## config.mk

```make
export PLATFORM = sky130hd
export DESIGN_NAME = slot_queue_with_removal_top
export DESIGN_NICKNAME = d
export VERILOG_FILES = /design/src/hw/rtl/sqr_pkg.sv /design/src/hw/rtl/sqr_cell.sv /design/src/hw/rtl/slot_queue_with_removal_top.sv
export SDC_FILE = /design/constraint.sdc
export NUM_CORES = 1
export LEC_CHECK = 0
export BUFFER_PORTS_ARGS = -buffer_cell sky130_fd_sc_hd__clkbuf_2
export CAP_MARGIN = 20
export CORE_UTILIZATION = 43
export CTS_BUF_LIST = sky130_fd_sc_hd__clkbuf_2
export DETAILED_ROUTE_END_ITERATION = 8
export PLACE_DENSITY = 0.62
export SYNTH_ARGS = -nofsm -noshare
export SYNTH_HDL_FRONTEND = slang
export SYNTH_SLANG_ARGS = --single-unit
```

## constraint.sdc

```tcl
create_clock -name clk -period 12.1 [get_ports clk]
set_clock_uncertainty 0.2 [all_clocks]
set_input_delay 0.605 -clock clk [delete_from_list [all_inputs] [get_ports clk]]
set_output_delay 0.605 -clock clk [all_outputs]
set_load 0.01 [all_outputs]
```

## src/hw/rtl/sqr_pkg.sv

```systemverilog
// sqr_pkg: shared constants and types for the slot queue with removal
// used by sqr_cell and slot_queue_with_removal_top, depends on nothing
package sqr_pkg;

  localparam int SLOT_COUNT = 5;
  localparam int CODE_W     = 16;
  localparam int REQ_W      = 3;
  localparam int IDX_W      = 3;
  localparam int OCC_OUT_W  = 3;
  localparam int OCC_W      = $clog2(SLOT_COUNT + 1);

  localparam logic [CODE_W-1:0] EMPTY_CODE = 16'd228;

  localparam int IN_DATA_W  = 24;
  localparam int OUT_DATA_W = 40;

  typedef enum logic [REQ_W-1:0] {
    OP_ENQUEUE = 3'd0,
    OP_REMOVE  = 3'd1,
    OP_ADVANCE = 3'd2,
    OP_CLEAR   = 3'd3,
    OP_PEEK    = 3'd4
  } req_op_t;

  // request broadcast to every cell of the chain
  typedef struct packed {
    logic              go;
    req_op_t           op;
    logic [CODE_W-1:0] code;
    logic              shift_en;
  } cell_req_t;

endpackage

```

## src/hw/rtl/sqr_cell.sv

```systemverilog
// sqr_cell: one queue slot, held in order relative to the head
// depends on sqr_pkg; chained in slot_queue_with_removal_top
module sqr_cell (
  input  logic                      clk,
  input  logic                      rst,
  input  sqr_pkg::cell_req_t        req,
  input  logic                      at_or_after,
  input  logic                      free_in,
  input  logic [sqr_pkg::CODE_W-1:0] right_value,
  output logic                      free_out,
  output logic [sqr_pkg::CODE_W-1:0] value,
  output logic [sqr_pkg::CODE_W-1:0] value_next
);
  import sqr_pkg::*;

  logic is_free;

  assign is_free  = (value == EMPTY_CODE);
  // free slot seen at this cell or any cell nearer the head
  assign free_out = free_in | is_free;

  always_comb begin
    value_next = value;
    case (req.op)
      OP_ENQUEUE: begin
        if (is_free && !free_in) value_next = req.code;
      end
      OP_REMOVE, OP_ADVANCE: begin
        if (req.shift_en && at_or_after) value_next = right_value;
      end
      OP_CLEAR: begin
        value_next = EMPTY_CODE;
      end
      default: begin
        value_next = value;
      end
    endcase
  end

  always_ff @(posedge clk) begin
    if (rst) begin
      value <= EMPTY_CODE;
    end else if (req.go) begin
      value <= value_next;
    end
  end

endmodule

```

## src/hw/rtl/slot_queue_with_removal_top.sv

```systemverilog
// slot_queue_with_removal_top: slot queue as a chain of cells kept in head order
// result: registered as the request is taken, held until it is read
// throughput: one request per cycle while the output register is empty or being read
// reset: rst synchronous, all slots read empty, output valid cleared
// depends on sqr_pkg and sqr_cell
module slot_queue_with_removal_top (
  input  logic                          clk,
  input  logic                          rst,
  input  logic                          s_tvalid,
  output logic                          s_tready,
  // req_type[2:0], item_code[18:3], slot_index[21:19], zero fill
  input  logic [sqr_pkg::IN_DATA_W-1:0]  s_tdata,
  output logic                          m_tvalid,
  input  logic                          m_tready,
  // ok[0], item_value[16:1], front_item[32:17], occupancy[35:33],
  // is_full[36], is_empty[37], zero fill
  output logic [sqr_pkg::OUT_DATA_W-1:0] m_tdata
);
  import sqr_pkg::*;

  req_op_t           op;
  logic [CODE_W-1:0] code;
  logic [IDX_W-1:0]  rel;
  logic              go;
  logic              rel_ok;
  logic [CODE_W-1:0] sel_value;
  logic              found;
  logic              head_busy;
  logic              ok;
  logic [CODE_W-1:0] item_value;
  logic [OCC_W-1:0]  count;
  cell_req_t         req;

  logic [CODE_W-1:0] cell_value [SLOT_COUNT];
  logic [CODE_W-1:0] cell_next  [SLOT_COUNT];
  logic [CODE_W-1:0] right_val  [SLOT_COUNT];
  logic [SLOT_COUNT-1:0] at_or_after;
  logic [SLOT_COUNT:0]   free_chain;

  assign op   = req_op_t'(s_tdata[2:0]);
  assign code = s_tdata[18:3];
  assign rel  = s_tdata[21:19];

  assign s_tready = !m_tvalid || m_tready;
  assign go       = s_tvalid && s_tready;

  assign rel_ok = (32'(rel) < SLOT_COUNT);

  always_comb begin
    sel_value = EMPTY_CODE;
    for (int i = 0; i < SLOT_COUNT; i++) begin
      if (rel_ok && (32'(rel) == i)) sel_value = cell_value[i];
    end
  end

  assign found     = (sel_value != EMPTY_CODE);
  assign head_busy = (cell_value[0] != EMPTY_CODE);

  assign req.go       = go;
  assign req.op       = op;
  assign req.code     = code;
  // advance is a removal at the head
  assign req.shift_en = ((op == OP_REMOVE) && found) || ((op == OP_ADVANCE) && head_busy);

  assign free_chain[0] = 1'b0;

  for (genvar g = 0; g < SLOT_COUNT; g++) begin : g_cell
    assign at_or_after[g] = (op == OP_ADVANCE) || (32'(rel) <= g);
    if (g == SLOT_COUNT - 1) begin : g_last
      assign right_val[g] = EMPTY_CODE;
    end else begin : g_mid
      assign right_val[g] = cell_value[g+1];
    end

    sqr_cell u_cell (
      .clk         (clk),
      .rst         (rst),
      .req         (req),
      .at_or_after (at_or_after[g]),
      .free_in     (free_chain[g]),
      .right_value (right_val[g]),
      .free_out    (free_chain[g+1]),
      .value       (cell_value[g]),
      .value_next  (cell_next[g])
    );
  end

  always_comb begin
    case (op)
      OP_ENQUEUE: ok = free_chain[SLOT_COUNT];
      OP_REMOVE:  ok = found;
      OP_ADVANCE: ok = head_busy;
      default:    ok = 1'b0;
    endcase
  end

  assign item_value = ((op == OP_REMOVE) || (op == OP_PEEK)) ? sel_value : EMPTY_CODE;

  always_comb begin
    count = '0;
    for (int i = 0; i < SLOT_COUNT; i++) begin
      if (cell_next[i] != EMPTY_CODE) count = count + OCC_W'(1);
    end
  end

  always_ff @(posedge clk) begin
    if (rst) begin
      m_tvalid <= 1'b0;
    end else if (go) begin
      m_tvalid <= 1'b1;
    end else if (m_tready) begin
      m_tvalid <= 1'b0;
    end
  end

  always_ff @(posedge clk) begin
    if (go) begin
      m_tdata <= {2'b00,
                  (count == OCC_W'(0)),
                  (32'(count) == SLOT_COUNT),
                  OCC_OUT_W'(count),
                  cell_next[0],
                  item_value,
                  ok};
    end
  end

endmodule

```

==> run_results.csv <==
group,metric,value,unit
outcome,outcome,"completed",
sta,rsz0062_at_grt,"false",
place,placed_cells,1092,
cts,numClockSinks,119,
synth,synth.area.top_cells,"dfxtp_1 22%, edfxtp_1 16%, nor2_1 6.3%",
die,core,16520,µm²
critical_path,crit_path_end_kind,"register",
critical_path,start_kind,"input pin",
power_and_ir_drop,p_per_area,128.5,nW/µm²
sta,worst_pin_slew,1.109,ns
sta,timing.final.max_slew_violations,0,
global_routing,grt_start_max_net_pins,77,
finish,final_area,7879,µm²
drt,drc,0,
finish,fin_cells,1127,
power_and_ir_drop,pwr-share-clk,0.239,
synth,synth_common_cells,"121 x nor2_1, 81 x dfxtp_1, 67 x nand2_1",
synth,netlist_area,7236,µm²
global_routing,grt_pass1_vias,6640,
cts,clock_path_buffers,2,
critical_path,r2r_end,"m_tdata[36]",
hold_path,min_to,"g_cell[4].u_cell.value[15]",
power_and_ir_drop,switchingPower,0.0003871,W
cts,post_cts_buffers,0,
cts,cts_made_buffers,17,
critical_path,cp.arrival,7.74,ns
global_routing,use_met1,0.4398,
hold_path,hold_depth,3,
synth,post-synth-top-count-cell,"nor2_1",
cts,root_buffer,"clkbuf_2",
power_and_ir_drop,seq_power_share,0.476,
global_routing,grt_antenna_before_repair,1,
critical_path,required,12.56,ns
place,gp_congestion,0.9637,
global_routing,gr-usage-all-layers,0.3115,
die,die_h,131.7,µm
drt,wire_per_inst,23.99,µm
die,initial_core_util,0.4379,
synth,avgSynthCellArea,8.443,µm²
cts,ctsHtreeMaxLevel,4,
power_and_ir_drop,peakVddDrop,0.00005073,V
synth,yosysWarnings,0,
finish,fillers,1647,
drt,first_pass_iters,6,
critical_path,r2r_cells,23,
power_and_ir_drop,p_leak,2.966,nW
cts,cts_tree,"yes",
sta,setup_slack,4.820,ns
finish,num-nets-final,925,
place,portBuffers,65,
finish,final_util,0.4768,
critical_path,critical_path_class,"input pin to register",
synth,netlist_instances,857,
global_routing,met2_usage,0.4371,
cts,ctsResizeCount,0,
sta,slew_headroom,0.2606,
drt,wl,27030,µm
power_and_ir_drop,p_int,0.0006250,W
synth,synth_edf_count,38,
die,rows,47,
synth,synth_ff_type,"dfxtp_1",
place,place_ws,4.312,ns
hold_path,min_from,"s_tdata[18]",
global_routing,grt_pass1_wl,40850,µm
global_routing,grt_busiest_layer,"met1",
sta,setup_tns,0,ns
sta,hold_viol,0,
finish,drive_gt1_frac,0.1468,
die,die_w,131.7,µm
drt,ant_nets,0,
drt,via_per_inst,6.648,
place,dpl_cell_area,7657,µm²
cts,clk_latency,0.79,ns
drt,via_count,7492,
critical_path,reg2reg_from,"g_cell[3].u_cell.value[2]",
synth,synth_top_area_cell,"dfxtp_1",
job,max_cap_viol_count,0,
cts,path_clk_slew,0.20,ns
finish,areaGrowthSynthToFinish,8.888,%
sta,fin_crit,7.280,ns
critical_path,reg2reg_slack,5.09,ns
synth,ys_seq_area_frac,0.3818,
sta,setup_viol,0,
power_and_ir_drop,combPwrFrac,0.285,
synth,synth_seq_cells,119,
sta,period_share,0.6017,
die,die_area,17350,µm²
critical_path,crit_fanout,36,
synth,async_flop_share,0,
power_and_ir_drop,swShare,0.3825,
die,io_pins,70,
sta,fmax,0.1374,GHz
synth,synth_top_area_frac,0.2241,
synth,synth.distinct_cells,80,
hold_path,min_path_type,"input pin to register",
global_routing,met3_usage,0.08873,
global_routing,grt_remaining_overflow,0,
place,dp_hpwl,19010,µm
drt,drtIter0Drc,1219,
==> flip-flops by register name, indices dropped and copies added (netlist names) <==
signal	count
m_tdata	38
g_cell.u_cell.value	80
m_tvalid	1
==> repair_timing <==
item	CTS	global route
endpoints found under the setup margin	0	0
hold buffers	2	0
hold endpoints to repair	1	0
==> worst max-delay path, cell delays in order <==
cell	delay, ns
clkbuf_2	0.50
nor3b_1	0.87
a32o_1	0.27
nor3_1	0.07
and3_1	0.21
nand4_1	0.36
nand2_1	0.18
o21ai_0	0.20
buf_4	0.25
o221ai_1	0.51
a222oi_1	0.62
nand4_1	0.19
nor2_1	0.36
nand3_1	0.22
ha_1	0.38
xor2_1	0.29
ha_1	0.29
mux2i_1	0.25
inv_1	0.12
ha_1	0.22
o21ai_0	0.09
xnor2_1	0.16
xor2_1	0.29
o2111a_1	0.22
==> metrics by stage <==
step / hold WS (ns) / power (W)
after floorplan: 0.2776 / 0.0006735
after global placement: 0.3145 / 0.0007656
after detailed placement: 0.3269 / 0.0007669
after CTS: 0.03627 / 0.001000
after global routing: 0.03111 / 0.001054
final: 0.03404 / 0.001012
==> per-layer routing <==
metal | up-vias | part of all wire
li1 | 3349 | -
met1 | 3568 | 0.43
met2 | 467 | 0.42
met3 | 108 | 0.10
met4 | 0 | 0.044
met5 | - | 0
==> worst max-delay path by stage <==
stage | depth (start not counted) | startpoint | end
6_report | 24 | s_tdata[19] | m_tdata[36]
5_1_grt | 24 | s_tdata[19] | m_tdata[36]
4_1_cts | 24 | s_tdata[19] | m_tdata[36]
3_5_place_dp | 24 | s_tdata[19] | m_tdata[36]
3_3_place_gp | 24 | s_tdata[19] | m_tdata[36]
2_1_floorplan | 27 | s_tdata[19] | m_tdata[36]
==> kinds of logic after synthesis <==
kind of cell,synth area share
multiplexers,0.04807
AO/OA/AOI/OAI,0.2819
flip-flops,0.3818
adder cells (fa/ha/maj),0.006917
AND/OR/NAND/NOR,0.2162
buffers and inverters,0.05551
other,0.0005183
XOR/XNOR,0.009166
==> layout by cell type (no fill, tap or decap), types with 8 or more instances in the layout <==
cell and instances:
o22ai_1 10, nand2b_1 10, nand3b_1 9, clkbuf_2 83, a21oi_1 65, dfxtp_1 81
nor4_1 14, nand4_1 13, a222oi_1 15, a31oi_1 8, a211oi_1 37, buf_4 13
a2bb2oi_1 8, o211ai_1 17, edfxtp_1 38, nand2_1 67, inv_1 29, and3_1 8
nor2_1 121, nor3_1 17, a22oi_1 32, mux2i_1 13, o21ai_0 40, nand3_1 13
==> power by group through the flow <==
stage	clock network [W]	logic (W)	registers (W)
after floorplan	0	0.000191	0.000483
after global placement	0	0.000277	0.000488
after detailed placement	0	0.000278	0.000488
after CTS	0.000240	0.000281	0.000480
after global routing	0.000259	0.000312	0.000483
final	0.000242	0.000289	0.000482
==> cell type report <==
type | count | area, µm² | share of cell area
multi-input combinational | 645 | 4081 | 0.5180
sequential | 119 | 2763 | 0.3506
timing repair buffer | 80 | 442.9 | 0.05622
tap | 220 | 275.3 | 0.03494
inverter | 30 | 115.1 | 0.01461
clock inverter | 14 | 108.9 | 0.01382
clock buffer | 18 | 90.09 | 0.01143
antenna | 1 | 2.502 | 0.0003176
Power figures use the tool's default switching activity.
